## src/rtl/nisr_pkg.sv

```systemverilog
// ----------------------------------------------------------------------------
// nisr_pkg: shared types and constants
// Register map, reset values and the command and status records that pass
// between the controller and the datapath.
// ----------------------------------------------------------------------------
package nisr_pkg;

    localparam int ITER_W = 6;
    localparam int TOL_W  = 8;
    localparam int APB_DW = 32;
    localparam int APB_AW = 3;

    localparam logic REG_MAX_ITER = 1'b0;
    localparam logic REG_TOL      = 1'b1;

    localparam logic [ITER_W-1:0] MAX_ITER_RESET = 6'd20;
    localparam logic [TOL_W-1:0]  TOL_RESET      = 8'd1;

    typedef struct packed {
        logic load;       // capture a new request and seed the iterate
        logic div_start;  // set up the serial divider for one step
        logic div_step;   // one quotient bit
        logic update;     // finish a Newton step
        logic out_load;   // move the iterate into the result register
    } t_dp_cmd;

    typedef struct packed {
        logic num_zero;   // captured number is zero
        logic finished;   // converged or cap reached
        logic div_last;   // the current division step is the final one
    } t_dp_sts;

endpackage

```

## src/rtl/nisr_in_if.sv

```systemverilog
// ----------------------------------------------------------------------------
// nisr_in_if: request channel
// Valid/ready channel that carries the number and the starting guess.
// ----------------------------------------------------------------------------
interface nisr_in_if #(
    parameter int NUMBER_BITS = 16
) ();
    logic                          valid;
    logic                          ready;
    logic        [NUMBER_BITS-1:0] number;
    logic signed [NUMBER_BITS-1:0] initial_guess;

    modport source (output valid, number, initial_guess, input ready);
    modport sink   (input valid, number, initial_guess, output ready);
endinterface

```

## src/rtl/nisr_out_if.sv

```systemverilog
// ----------------------------------------------------------------------------
// nisr_out_if: result channel
// Valid/ready channel that carries the computed root.
// ----------------------------------------------------------------------------
interface nisr_out_if #(
    parameter int NUMBER_BITS = 16
) ();
    logic                   valid;
    logic                   ready;
    logic [NUMBER_BITS-1:0] root;

    modport source (output valid, root, input ready);
    modport sink   (input valid, root, output ready);
endinterface

```

## src/rtl/nisr_regs.sv

```systemverilog
// ----------------------------------------------------------------------------
// nisr_regs: configuration registers
// APB-style register file holding the iteration cap and the tolerance.
// ----------------------------------------------------------------------------
module nisr_regs
    import nisr_pkg::*;
(
    input  logic              i_clk,
    input  logic              i_rst_n,
    input  logic              psel,
    input  logic              penable,
    input  logic              pwrite,
    input  logic [APB_AW-1:0] paddr,
    input  logic [APB_DW-1:0] pwdata,
    output logic [APB_DW-1:0] prdata,
    output logic              pready,
    output logic [ITER_W-1:0] o_max_iter,
    output logic [TOL_W-1:0]  o_tol
);

    logic [ITER_W-1:0] r_max_iter;
    logic [TOL_W-1:0]  r_tol;
    logic              wr_en;

    assign pready = 1'b1;
    assign wr_en  = psel && penable && pwrite && pready;

    // Registers are word aligned; the byte offset bits are ignored.
    always_ff @(posedge i_clk) begin
        if (!i_rst_n) begin
            r_max_iter <= MAX_ITER_RESET;
            r_tol      <= TOL_RESET;
        end else if (wr_en) begin
            if (paddr[2] == REG_MAX_ITER) begin
                r_max_iter <= pwdata[ITER_W-1:0];
            end else begin
                r_tol <= pwdata[TOL_W-1:0];
            end
        end
    end

    always_comb begin
        if (paddr[2] == REG_TOL) begin
            prdata = {{(APB_DW-TOL_W){1'b0}}, r_tol};
        end else begin
            prdata = {{(APB_DW-ITER_W){1'b0}}, r_max_iter};
        end
    end

    assign o_max_iter = r_max_iter;
    assign o_tol      = r_tol;

endmodule

```

## src/rtl/nisr_dp.sv

```systemverilog
// ----------------------------------------------------------------------------
// nisr_dp: Newton iteration datapath
// Holds the operand, the iterate and the step count, and divides the number
// by the iterate with a restoring divider that yields one bit per cycle.
// ----------------------------------------------------------------------------
module nisr_dp
    import nisr_pkg::*;
#(
    parameter int NUMBER_BITS = 16
) (
    input  logic                          i_clk,
    input  logic                          i_rst_n,
    input  t_dp_cmd                       i_cmd,
    output t_dp_sts                       o_sts,
    input  logic        [NUMBER_BITS-1:0] i_number,
    input  logic signed [NUMBER_BITS-1:0] i_initial_guess,
    input  logic        [ITER_W-1:0]      i_max_iter,
    input  logic        [TOL_W-1:0]       i_tol,
    output logic        [NUMBER_BITS-1:0] o_root
);

    localparam int NB    = NUMBER_BITS;
    localparam int BIT_W = $clog2(NUMBER_BITS);

    logic [NB-1:0]     r_n;
    logic [NB-1:0]     r_x;
    logic [NB-1:0]     r_r;
    logic [NB-1:0]     r_quo;
    logic [NB:0]       r_rem;
    logic [BIT_W-1:0]  r_bit;
    logic [ITER_W-1:0] r_cnt;
    logic              r_done;
    logic [NB-1:0]     r_root;

    logic [NB-1:0] seed_mag;
    logic [NB-1:0] seed;
    logic [NB:0]   trial;
    logic          fits;
    logic [NB:0]   sum;
    logic [NB-1:0] n_r;
    logic [NB-1:0] diff;

    // The magnitude of the most negative guess comes out as the unsigned
    // value of its sign bit, which is what the two's complement negate gives.
    always_comb begin
        if (i_initial_guess[NB-1]) begin
            seed_mag = NB'(-i_initial_guess);
        end else begin
            seed_mag = NB'(i_initial_guess);
        end
        if (i_initial_guess == '0) begin
            seed = NB'(1);
        end else begin
            seed = seed_mag;
        end
    end

    // The iterate never reaches zero once the number is nonzero, so it is
    // used directly as the divisor.
    assign trial = {r_rem[NB-1:0], r_quo[NB-1]};
    assign fits  = (trial >= {1'b0, r_x});

    assign sum = {1'b0, r_x} + {1'b0, r_quo};
    assign n_r = sum[NB:1];

    always_comb begin
        if (n_r >= r_x) begin
            diff = n_r - r_x;
        end else begin
            diff = r_x - n_r;
        end
    end

    always_ff @(posedge i_clk) begin
        if (!i_rst_n) begin
            r_cnt  <= '0;
            r_done <= 1'b0;
            r_bit  <= '0;
        end else begin
            if (i_cmd.load) begin
                r_cnt  <= '0;
                r_done <= 1'b0;
            end else if (i_cmd.update) begin
                r_cnt  <= r_cnt + ITER_W'(1);
                r_done <= (diff <= {{(NB-TOL_W){1'b0}}, i_tol});
            end
            if (i_cmd.div_start) begin
                r_bit <= BIT_W'(NUMBER_BITS - 1);
            end else if (i_cmd.div_step) begin
                r_bit <= r_bit - BIT_W'(1);
            end
        end
    end

    always_ff @(posedge i_clk) begin
        if (i_cmd.load) begin
            r_n <= i_number;
            r_x <= seed;
            r_r <= '0;
        end else if (i_cmd.update) begin
            r_x <= n_r;
            r_r <= n_r;
        end
        if (i_cmd.div_start) begin
            r_quo <= r_n;
            r_rem <= '0;
        end else if (i_cmd.div_step) begin
            if (fits) begin
                r_rem <= trial - {1'b0, r_x};
            end else begin
                r_rem <= trial;
            end
            r_quo <= {r_quo[NB-2:0], fits};
        end
        if (i_cmd.out_load) begin
            r_root <= r_r;
        end
    end

    assign o_sts.num_zero = (r_n == '0);
    assign o_sts.finished = r_done || (r_cnt >= i_max_iter);
    assign o_sts.div_last = (r_bit == '0);
    assign o_root         = r_root;

endmodule

```

## src/rtl/nisr_ctrl.sv

```systemverilog
// ----------------------------------------------------------------------------
// nisr_ctrl: Newton iteration controller
// Sequences seeding, serial division and update for each request, and owns
// the valid flag of the result register.
// ----------------------------------------------------------------------------
module nisr_ctrl
    import nisr_pkg::*;
(
    input  logic    i_clk,
    input  logic    i_rst_n,
    input  logic    i_in_valid,
    output logic    o_in_ready,
    output logic    o_out_valid,
    input  logic    i_out_ready,
    output t_dp_cmd o_cmd,
    input  t_dp_sts i_sts
);

    typedef enum logic [2:0] {
        S_IDLE,
        S_CHECK,
        S_DIV,
        S_UPD,
        S_OUT
    } t_state;

    t_state r_state;
    t_state n_state;
    logic   r_out_valid;
    logic   n_out_valid;
    logic   slot_free;

    assign o_in_ready = (r_state == S_IDLE);
    assign slot_free  = !r_out_valid || i_out_ready;

    always_comb begin
        n_state     = r_state;
        n_out_valid = r_out_valid && !i_out_ready;
        o_cmd       = '0;
        case (r_state)
            S_IDLE: begin
                if (i_in_valid) begin
                    o_cmd.load = 1'b1;
                    n_state    = S_CHECK;
                end
            end
            S_CHECK: begin
                if (i_sts.num_zero || i_sts.finished) begin
                    n_state = S_OUT;
                end else begin
                    o_cmd.div_start = 1'b1;
                    n_state         = S_DIV;
                end
            end
            S_DIV: begin
                o_cmd.div_step = 1'b1;
                if (i_sts.div_last) begin
                    n_state = S_UPD;
                end
            end
            S_UPD: begin
                o_cmd.update = 1'b1;
                n_state      = S_CHECK;
            end
            S_OUT: begin
                // Hold the finished root until the result register is free.
                if (slot_free) begin
                    o_cmd.out_load = 1'b1;
                    n_out_valid    = 1'b1;
                    n_state        = S_IDLE;
                end
            end
            default: begin
                n_state = S_IDLE;
            end
        endcase
    end

    always_ff @(posedge i_clk) begin
        if (!i_rst_n) begin
            r_state     <= S_IDLE;
            r_out_valid <= 1'b0;
        end else begin
            r_state     <= n_state;
            r_out_valid <= n_out_valid;
        end
    end

    assign o_out_valid = r_out_valid;

`ifndef SYNTHESIS
    a_accept_to_check: assert property (@(posedge i_clk) disable iff (!i_rst_n)
        (i_in_valid && o_in_ready) |=> (r_state == S_CHECK))
        else $error("accepted request did not move to the check state");

    a_div_to_update: assert property (@(posedge i_clk) disable iff (!i_rst_n)
        (r_state == S_DIV && i_sts.div_last) |=> (r_state == S_UPD))
        else $error("last division step not followed by update");

    a_result_posted: assert property (@(posedge i_clk) disable iff (!i_rst_n)
        (r_state == S_OUT && slot_free) |=> (r_out_valid && r_state == S_IDLE))
        else $error("finished root was not posted to the result register");

    a_no_load_while_full: assert property (@(posedge i_clk) disable iff (!i_rst_n)
        (r_out_valid && !i_out_ready) |-> !o_cmd.out_load)
        else $error("result register overwritten while still pending");
`endif

endmodule

```

## src/rtl/newton_integer_square_root.sv

```systemverilog
// ----------------------------------------------------------------------------
// newton_integer_square_root: Newton-Raphson integer square root
// Channel   Dir  Handshake     Payload
// i_in_ch   in   valid/ready   number, initial_guess
// o_out_ch  out  valid/ready   root
// apb       in   psel/penable  step cap @0x0, tolerance @0x4
//
// After a request is taken the controller runs at most the step cap of Newton
// steps; each runs the serial divider, one quotient bit per cycle, and then
// an update. The root is then posted, and the controller returns to idle,
// where the next request can be taken.
// The next request is taken while the result register still holds an untaken
// root. A stalled result holds the controller once its next root is ready.
// Reset is synchronous, active low.
// ----------------------------------------------------------------------------
module newton_integer_square_root
    import nisr_pkg::*;
#(
    parameter int NUMBER_BITS = 16
) (
    input  logic              i_clk,
    input  logic              i_rst_n,
    nisr_in_if.sink           i_in_ch,
    nisr_out_if.source        o_out_ch,
    input  logic              psel,
    input  logic              penable,
    input  logic              pwrite,
    input  logic [APB_AW-1:0] paddr,
    input  logic [APB_DW-1:0] pwdata,
    output logic [APB_DW-1:0] prdata,
    output logic              pready
);

    t_dp_cmd                cmd;
    t_dp_sts                sts;
    logic [ITER_W-1:0]      max_iter;
    logic [TOL_W-1:0]       tol;
    logic [NUMBER_BITS-1:0] root;

    nisr_regs u_regs (
        .i_clk      (i_clk),
        .i_rst_n    (i_rst_n),
        .psel       (psel),
        .penable    (penable),
        .pwrite     (pwrite),
        .paddr      (paddr),
        .pwdata     (pwdata),
        .prdata     (prdata),
        .pready     (pready),
        .o_max_iter (max_iter),
        .o_tol      (tol)
    );

    nisr_ctrl u_ctrl (
        .i_clk       (i_clk),
        .i_rst_n     (i_rst_n),
        .i_in_valid  (i_in_ch.valid),
        .o_in_ready  (i_in_ch.ready),
        .o_out_valid (o_out_ch.valid),
        .i_out_ready (o_out_ch.ready),
        .o_cmd       (cmd),
        .i_sts       (sts)
    );

    nisr_dp #(
        .NUMBER_BITS (NUMBER_BITS)
    ) u_dp (
        .i_clk           (i_clk),
        .i_rst_n         (i_rst_n),
        .i_cmd           (cmd),
        .o_sts           (sts),
        .i_number        (i_in_ch.number),
        .i_initial_guess (i_in_ch.initial_guess),
        .i_max_iter      (max_iter),
        .i_tol           (tol),
        .o_root          (root)
    );

    assign o_out_ch.root = root;

endmodule

```

## src/flat_wrapper.sv

```systemverilog
// flat-port wrapper written by rule: the top's interface ports become plain ports
module newton_integer_square_root_flat import nisr_pkg::*;
#(
    parameter int NUMBER_BITS = 16
)
  (i_clk, i_rst_n, psel, penable, pwrite, paddr, pwdata, prdata, pready, i_in_ch_valid, i_in_ch_number, i_in_ch_initial_guess, i_in_ch_ready, o_out_ch_valid, o_out_ch_root, o_out_ch_ready);
  nisr_in_if #(.NUMBER_BITS(NUMBER_BITS)) i_in_ch_i ();
  nisr_out_if #(.NUMBER_BITS(NUMBER_BITS)) o_out_ch_i ();
  input  logic i_clk;
  input  logic i_rst_n;
  input  logic psel;
  input  logic penable;
  input  logic pwrite;
  input  logic [APB_AW-1:0] paddr;
  input  logic [APB_DW-1:0] pwdata;
  output logic [APB_DW-1:0] prdata;
  output logic pready;
  input wire logic [$bits(i_in_ch_i.valid)-1:0] i_in_ch_valid;
  input wire logic [$bits(i_in_ch_i.number)-1:0] i_in_ch_number;
  input wire logic [$bits(i_in_ch_i.initial_guess)-1:0] i_in_ch_initial_guess;
  output wire logic [$bits(i_in_ch_i.ready)-1:0] i_in_ch_ready;
  output wire logic [$bits(o_out_ch_i.valid)-1:0] o_out_ch_valid;
  output wire logic [$bits(o_out_ch_i.root)-1:0] o_out_ch_root;
  input wire logic [$bits(o_out_ch_i.ready)-1:0] o_out_ch_ready;
  assign i_in_ch_i.valid = i_in_ch_valid;
  assign i_in_ch_i.number = i_in_ch_number;
  assign i_in_ch_i.initial_guess = i_in_ch_initial_guess;
  assign i_in_ch_ready = i_in_ch_i.ready;
  assign o_out_ch_valid = o_out_ch_i.valid;
  assign o_out_ch_root = o_out_ch_i.root;
  assign o_out_ch_i.ready = o_out_ch_ready;
  newton_integer_square_root #(.NUMBER_BITS(NUMBER_BITS)) u_core (.i_clk(i_clk), .i_rst_n(i_rst_n), .i_in_ch(i_in_ch_i), .o_out_ch(o_out_ch_i), .psel(psel), .penable(penable), .pwrite(pwrite), .paddr(paddr), .pwdata(pwdata), .prdata(prdata), .pready(pready));
endmodule
```

## config.mk

```make
export PLATFORM = sky130hd
export DESIGN_NAME = newton_integer_square_root_flat
export DESIGN_NICKNAME = d
export VERILOG_FILES = /design/src/rtl/nisr_pkg.sv /design/src/rtl/nisr_in_if.sv /design/src/rtl/nisr_out_if.sv /design/src/rtl/nisr_regs.sv /design/src/rtl/nisr_dp.sv /design/src/rtl/nisr_ctrl.sv /design/src/rtl/newton_integer_square_root.sv /design/src/flat_wrapper.sv
export SDC_FILE = /design/constraint.sdc
export NUM_CORES = 1
export LEC_CHECK = 0
export ABC_CLOCK_PERIOD_IN_PS = 6960
export BUFFER_PORTS_ARGS = -buffer_cell sky130_fd_sc_hd__buf_2
export CORE_MARGIN = 3
export CORE_UTILIZATION = 50
export DETAILED_ROUTE_END_ITERATION = 10
export PLACE_DENSITY = 0.71
export SETUP_SLACK_MARGIN = 0.1
export SYNTH_ARGS = -nofsm -noshare
export SYNTH_HDL_FRONTEND = slang
export SYNTH_SLANG_ARGS = --single-unit
export TNS_END_PERCENT = 30
```

## constraint.sdc

```tcl
create_clock -name i_clk -period 6.96 [get_ports i_clk]
set_clock_uncertainty 0.05 [all_clocks]
set_input_delay 0.348 -clock i_clk [delete_from_list [all_inputs] [get_ports i_clk]]
set_output_delay 0.348 -clock i_clk [all_outputs]
set_load 0.01 [all_outputs]
```

==> impl_metrics.csv, run 1 <==
group,metric,value,unit
run_status,status,"finished, final reports clean",
grt,gr-usage-met1,27.59,%
detailed_routing,wl_per_cell,17.11,um
clocking,clock_path_buffers,2,
grt,grt_overflow_total,0,
floorplanning,die_h,138.0,um
detailed_routing,viasPerCell,5.670,
grt,use_met2,37.38,%
sta,post-route-min-period,6.379,ns
sta,worst_pin_slew,1.021,ns
clocking,cts_hold_buf,0,
grt,grt_max_degree,49,
detailed_routing,drc_errors,0,
cells_and_area,final_cell_mix,"90 x nand2_1, 79 x ha_1, 73 x buf_2",
clocking,path_clk_slew,0.06,ns
logic_synthesis,ys_types,74,
worst_setup_path,worstPathRequired,7.24,ns
cells_and_area,layout-drive-gt1-share,15.92,%
floorplanning,io_pins,125,
power_and_ir_drop,p_leak,4.144,nW
worst_setup_path,ff2ff_setup_slack,0.58,ns
sta,hold_viol_final,0,
logic_synthesis,yosys_most_used_dff,"edfxtp_1",
logic_synthesis,syn_area,8713,um2
clocking,cts_sinks,125,
cells_and_area,nets,1168,
grt,grt_pass1_wl,34.41,mm
clocking,htree_levels,4,
placed_design,dp_hpwl,16.57,mm
cells_and_area,final_common_cell,"nand2_1",
worst_setup_path,crit_buf_inv,1,
logic_synthesis,synth-compound-area-share,18.42,%
sta,setup_tns,0,ns
worst_hold_path,hp-start,"i_in_ch_number[2]",
sta,finalSetupViolations,0,
worst_setup_path,slowest_delay,0.67,ns
grt,grt_use_met3,4.489,%
sta,clock.fmax,156.8,MHz
grt,grt.total_usage,22.22,%
worst_setup_path,end_kind,"flip-flop",
worst_hold_path,hold_depth,1,
placed_design,place_congestion,0.9614,
worst_hold_path,min-delay-path-class,"primary input to flip-flop",
cells_and_area,n_antenna_cell,0,
worst_hold_path,holdPathEnd,"u_core.u_dp.r_n[2]",
clocking,cts_made_buffers,17,
power_and_ir_drop,irDropWorstVdd,330.9,uV
grt,grt_pass1_vias,6918,
logic_synthesis,synth_cells,938,
clocking,cts_tree,"built",
floorplanning,core-area,16820,um2
detailed_routing,drt_iter0_drc,516,
worst_setup_path,crit_type,"flip-flop to flip-flop",
placed_design,io_buffers,73,
worst_setup_path,ff2ff_path_depth,26,
clocking,insertion_delay,0.43,ns
cells_and_area,fill_cells,1501,
logic_synthesis,muxShareOfSynthArea,5.184,%
detailed_routing,ant_nets,0,
detailed_routing,wl,21.29,mm
power_and_ir_drop,power,5.416,mW
worst_setup_path,cpLargestDelayFamily,"compound AO/OA/AOI/OAI gates",
logic_synthesis,synth_edf_count,64,
sta,finalCritPeriodShare,91.66,%
worst_setup_path,crit_slowest_cell,"or4_1",
cells_and_area,area_growth,13.07,%
logic_synthesis,synth_adder_area_share,12.26,%
sta,max-slew-margin-rel,31.70,%
detailed_routing,drt_first_pass_iters,5,
worst_setup_path,arrival,6.66,ns
grt,grt.busiest_layer,"met2",
sta,slew_viol_final,0,
grt,antenna_found_initial,0,
floorplanning,die_x,138.0,um
logic_synthesis,synth-seq-cells,125,
floorplanning,placementRows,47,
logic_synthesis,synthSimpleGateAreaFrac,15.52,%
sta,rsz0062_at_grt,"no",
worst_setup_path,crit_path_max_fanout,8,
logic_synthesis,yosysWarnings,0,
logic_synthesis,synth_xor_area_share,5.528,%
cells_and_area,seqCellArea,3143,um2
worst_setup_path,worst_setup_path_start_kind,"flip-flop",
floorplanning,fp.dieArea,19050,um2
detailed_routing,vias,7053,
clocking,cts_resized,0,
clocking,root_buffer,"clkbuf_16",
worst_setup_path,rr_endpoint,"u_core.u_dp.r_done",
clocking,cts_setup_buffers,0,
logic_synthesis,synthArstFlopShare,0,%
floorplanning,start_util,51.81,%
logic_synthesis,avgSynthCellArea,9.289,um2
run,maxCapViolCount,0,
worst_setup_path,critPathMostFrequentCell,"a21o_1",
power_and_ir_drop,p_per_area,549.7,nW/um2
logic_synthesis,synth_top_family_by_area,"compound AO/OA/AOI/OAI gates",
cells_and_area,multi_input_area,5060,um2
worst_setup_path,rr_startpoint,"u_core.u_dp.r_x[1]",
logic_synthesis,ys_seq_area_share,36.07,%
## worst register-to-register path, stage by stage, from the launching register on
cell,delay [ns]
edfxtp_1,0.58
fa_1,0.53
a21o_1,0.18
a21oi_1,0.22
nand2b_1,0.21
a2111o_1,0.18
a31oi_1,0.12
a31o_2,0.29
xnor2_1,0.30
inv_1,0.12
ha_1,0.41
a21o_1,0.19
a21oi_1,0.14
nor2b_1,0.10
or4_1,0.67
nor3_1,0.27
a31oi_1,0.08
xor2_1,0.16
ha_1,0.30
a21o_1,0.18
a21o_1,0.16
a21oi_1,0.12
o21ai_0,0.09
o21a_1,0.12
nor3_1,0.19
nand4_1,0.14
o31ai_2,0.17
## cell type report
class / instances / area share [%]
Clock buffer: 18 / 4.458
Clock inverter: 14 / 2.083
Inverter: 71 / 2.705
Multi-Input combinational cell: 710 / 51.36
Sequential cell: 125 / 31.90
Tap cell: 220 / 2.794
Timing Repair Buffer: 86 / 4.699
## synth_stat cells, drive strengths merged (5+ instances only)
library cell,count,area (um2)
a21boi,13,97.59
a21o,17,127.6
a21oi,61,312.8
a31oi,8,50.05
and2,8,50.05
and3,8,50.05
buf,35,261.5
clkbuf,20,75.07
dfxtp,61,1221
edfxtp,64,1922
ha,79,988.5
inv,70,262.8
mux2,17,191.4
mux2i,26,260.3
nand2,90,337.8
nand2b,14,87.58
nand3,7,35.03
nand4,14,87.58
nor2,53,201.5
nor2b,18,112.6
nor3,21,116.4
nor4,8,65.06
o21a,12,90.09
o21ai,46,230.2
o22ai,12,75.07
o31a,5,45.04
o31ai,15,155.1
o41ai,6,67.56
or2,8,50.05
or3,9,56.30
xnor2,26,227.7
xor2,29,254.0
## flip-flops by register name, summed over array words and instances (netlist names), 8 cells and up
register	cells
u_core.u_dp.r_rem	16
u_core.u_dp.r_quo	16
u_core.u_dp.r_n	16
u_core.u_dp.r_r	16
u_core.u_dp.r_x	16
u_core.u_regs.o_tol	8
u_core.u_dp.o_root	16
## worst max-delay path by stage
stage / from / end / cells after the start
6_report: u_core.u_dp.r_x[1] / u_core.u_dp.r_done / 26
5_1_grt: u_core.u_dp.r_x[0] / u_core.u_dp.r_done / 27
4_1_cts: u_core.u_dp.r_x[0] / u_core.u_dp.r_done / 27
3_5_place_dp: u_core.u_dp.r_x[0] / u_core.u_dp.r_done / 27
3_3_place_gp: u_core.u_dp.r_x[0] / u_core.u_dp.r_done / 27
2_1_floorplan: u_core.u_dp.r_x[0] / u_core.u_dp.r_done / 30
## report_power, final
group	switching (mW)	internal (mW)	leakage (nW)
sequential	0.101	0.920	1.10
clock	0.347	0.616	0.307
combinational	1.97	1.46	2.74
total	2.42	3.00	4.14
## logic make-up (layout without fill, tap and decap cells)
kind of cell    after synthesis  in the layout
simple gates                271            271
fa+ha+maj                    83             83
other cells                   2             25
mux                          43             43
xor+xnor                     55             55
flops                       125            125
buf+inv                     126            189
compound gates              233            233
## per-layer routing
layer / wire, um / up-vias / part of all wire (%)
li1: - / 3470 / -
met1: 9096 / 3319 / 43
met2: 10180 / 216 / 48
met3: 1139 / 48 / 5.4
met4: 871 / 0 / 4.1
met5: 0 / - / 0
## through the flow
step	setup slack, ns	instance area [um2]	util [%]	hold WS (ns)	cells
global route	0.1002	9852	58.58	0.02989	1244
floorplan	1.276	8800	-	0.3530	961
CTS	0.6519	9852	58.58	0.03356	1244
finish	0.5808	9852	58.58	0.03972	1244
global placement	0.7918	9208	54.75	0.3663	1212
detailed placement	0.7200	9208	54.75	0.3709	1212
Power figures use the tool's default switching activity.
==> run 2, diff against run 1 <==
--- a/config.mk
+++ b/config.mk
@@ -7,7 +7,7 @@
 export LEC_CHECK = 0
 export ABC_CLOCK_PERIOD_IN_PS = 6960
 export BUFFER_PORTS_ARGS = -buffer_cell sky130_fd_sc_hd__buf_2
-export CORE_MARGIN = 3
+export CORE_MARGIN = 2
 export CORE_UTILIZATION = 50
 export DETAILED_ROUTE_END_ITERATION = 10
 export PLACE_DENSITY = 0.71
==> run 2 against run 1 <==
  * Design area down 1.0%
  * Non-clock buffer count down 7
  * Maximum frequency up 2.3%
  * Die area down 2.9%
  * Critical endpoint unchanged
  * Global-route usage up 0.47 points
  * Combinational power down 1%
  * Setup slack better by 0.14 ns
  * First-iteration DRC count down 17%
==> impl_metrics.csv, run 2 (synthesized netlist as in run 1, its figures left out) <==
group,metric,value,unit
sta,setup_tns,0,ns
cells_and_area,final_common_cell,"nand2_1",
run_status,status,"finished, final reports clean",
detailed_routing,wl_per_cell,16.39,um
worst_setup_path,worstPathRequired,7.26,ns
placed_design,dp_hpwl,15.59,mm
clocking,cts_resized,0,
clocking,cts_hold_buf,0,
detailed_routing,ant_nets,0,
floorplanning,die_h,136.0,um
grt,grt_pass1_vias,6415,
run,maxCapViolCount,0,
worst_setup_path,crit_type,"flip-flop to flip-flop",
placed_design,io_buffers,73,
floorplanning,core-area,17180,um2
cells_and_area,fin_util,56.76,%
grt,antenna_found_initial,0,
clocking,cts_sinks,125,
cells_and_area,final_cell_mix,"90 x nand2_1, 79 x ha_1, 73 x buf_2",
cells_and_area,final_area,9749,um2
worst_setup_path,critPathMostFrequentCell,"a21o_1",
cells_and_area,fin_cells,1242,
clocking,cts_made_buffers,17,
worst_setup_path,worst_setup_path_start_kind,"flip-flop",
cells_and_area,n_antenna_cell,0,
sta,slew_viol_final,0,
sta,worst_pin_slew,1.084,ns
grt,grt_max_degree,50,
worst_setup_path,slowest_delay,0.59,ns
sta,rsz0062_at_grt,"no",
clocking,path_clk_slew,0.06,ns
sta,hold_ws,0.04703,ns
detailed_routing,drt_first_pass_iters,5,
clocking,root_buffer,"clkbuf_16",
sta,finalSetupViolations,0,
floorplanning,die_x,136.0,um
detailed_routing,vias,6889,
clocking,insertion_delay,0.42,ns
floorplanning,placementRows,48,
placed_design,placed_cell_area,9166,um2
placed_design,place_congestion,0.9203,
worst_setup_path,arrival,6.53,ns
cells_and_area,area_growth,11.89,%
worst_setup_path,crit_path_max_fanout,8,
detailed_routing,drt_iter0_drc,429,
power_and_ir_drop,irDropWorstVdd,290.7,uV
worst_setup_path,crit_slowest_cell,"or4_1",
grt,grt.total_usage,22.69,%
detailed_routing,drc_errors,0,
power_and_ir_drop,p_leak,4.086,nW
floorplanning,io_pins,125,
clocking,htree_levels,4,
sta,hold_viol_final,0,
worst_setup_path,end_kind,"flip-flop",
sta,post-route-min-period,6.236,ns
clocking,cts_tree,"built",
floorplanning,start_util,50.73,%
detailed_routing,viasPerCell,5.547,
grt,grt_pass1_wl,32.55,mm
power_and_ir_drop,p_per_area,540.8,nW/um2
grt,grt_overflow_total,0,
detailed_routing,wl,20.36,mm
cells_and_area,layout-drive-gt1-share,15.34,%
worst_hold_path,min-delay-path-class,"primary input to flip-flop",
clocking,clock_path_buffers,2,
sta,finalCritPeriodShare,89.60,%
sta,clock.fmax,160.4,MHz
floorplanning,fp.dieArea,18500,um2
clocking,cts_setup_buffers,0,
placed_design,dp_cells,1210,
cells_and_area,nets,1161,
sta,max-slew-margin-rel,27.49,%
## run 2: layer usage
| metal | track usage [%] | vias to the layer above | wire length [um] |
|---|---|---|---|
| li1 | - | 3459 | - |
| met1 | 30.34 | 3214 | 9532 |
| met2 | 37.10 | 192 | 9359 |
| met3 | 3.990 | 24 | 1042 |
| met4 | 7.755 | 0 | 428 |
| met5 | 0 | - | 0 |
## run 2: report_power, final
part           switching (mW)  total [mW]  leakage (nW)  internal [mW]
Combinational            1.97        3.39          2.70           1.42
Clock                   0.351       0.870         0.282          0.519
Sequential             0.0946        1.01          1.10          0.920
Total                    2.41        5.27          4.09           2.86
## run 2: final cells by class
class                   count  area [um2]
fillers                  1584        7427
multi-input cells         710        5065
flip-flops and latches    125        3143
clock buffers              19       454.2
repair buffers             79       410.4
well taps                 225       281.5
inverters                  71       266.5
clock inverters            13       128.9
## run 2: worst max-delay path, delay by kind of cell, from the launching register on
kind	cells	cell delay (ns)
buf+inv	1	0.14
xor+xnor	2	0.57
flops	1	0.51
simple gates	7	1.57
compound gates	14	2.25
fa+ha+maj	3	1.08
## run 2: stage by stage
| stage | setup slack [ns] | power, mW |
|---|---|---|
| after floorplan | 1.276 | 3.685 |
| after global placement | 0.8823 | 4.272 |
| after detailed placement | 0.8453 | 4.332 |
| after CTS | 0.7660 | 5.247 |
| after global routing | 0.3603 | 5.724 |
| final | 0.7241 | 5.273 |
## run 2: path summary, 6_finish.rpt
| check | startpoint | to | slack [ns] | cells after the start |
|---|---|---|---|---|
| min | i_in_ch_number[2] | u_core.u_dp.r_n[2] | 0.05 | 1 |
| max reg2reg | u_core.u_dp.r_x[0] | u_core.u_dp.r_done | 0.72 | 27 |
| min reg2reg | u_core.u_dp.r_r[8] | u_core.u_dp.o_root[8] | 0.38 | 0 |
| max | u_core.u_dp.r_x[0] | u_core.u_dp.r_done | 0.72 | 27 |
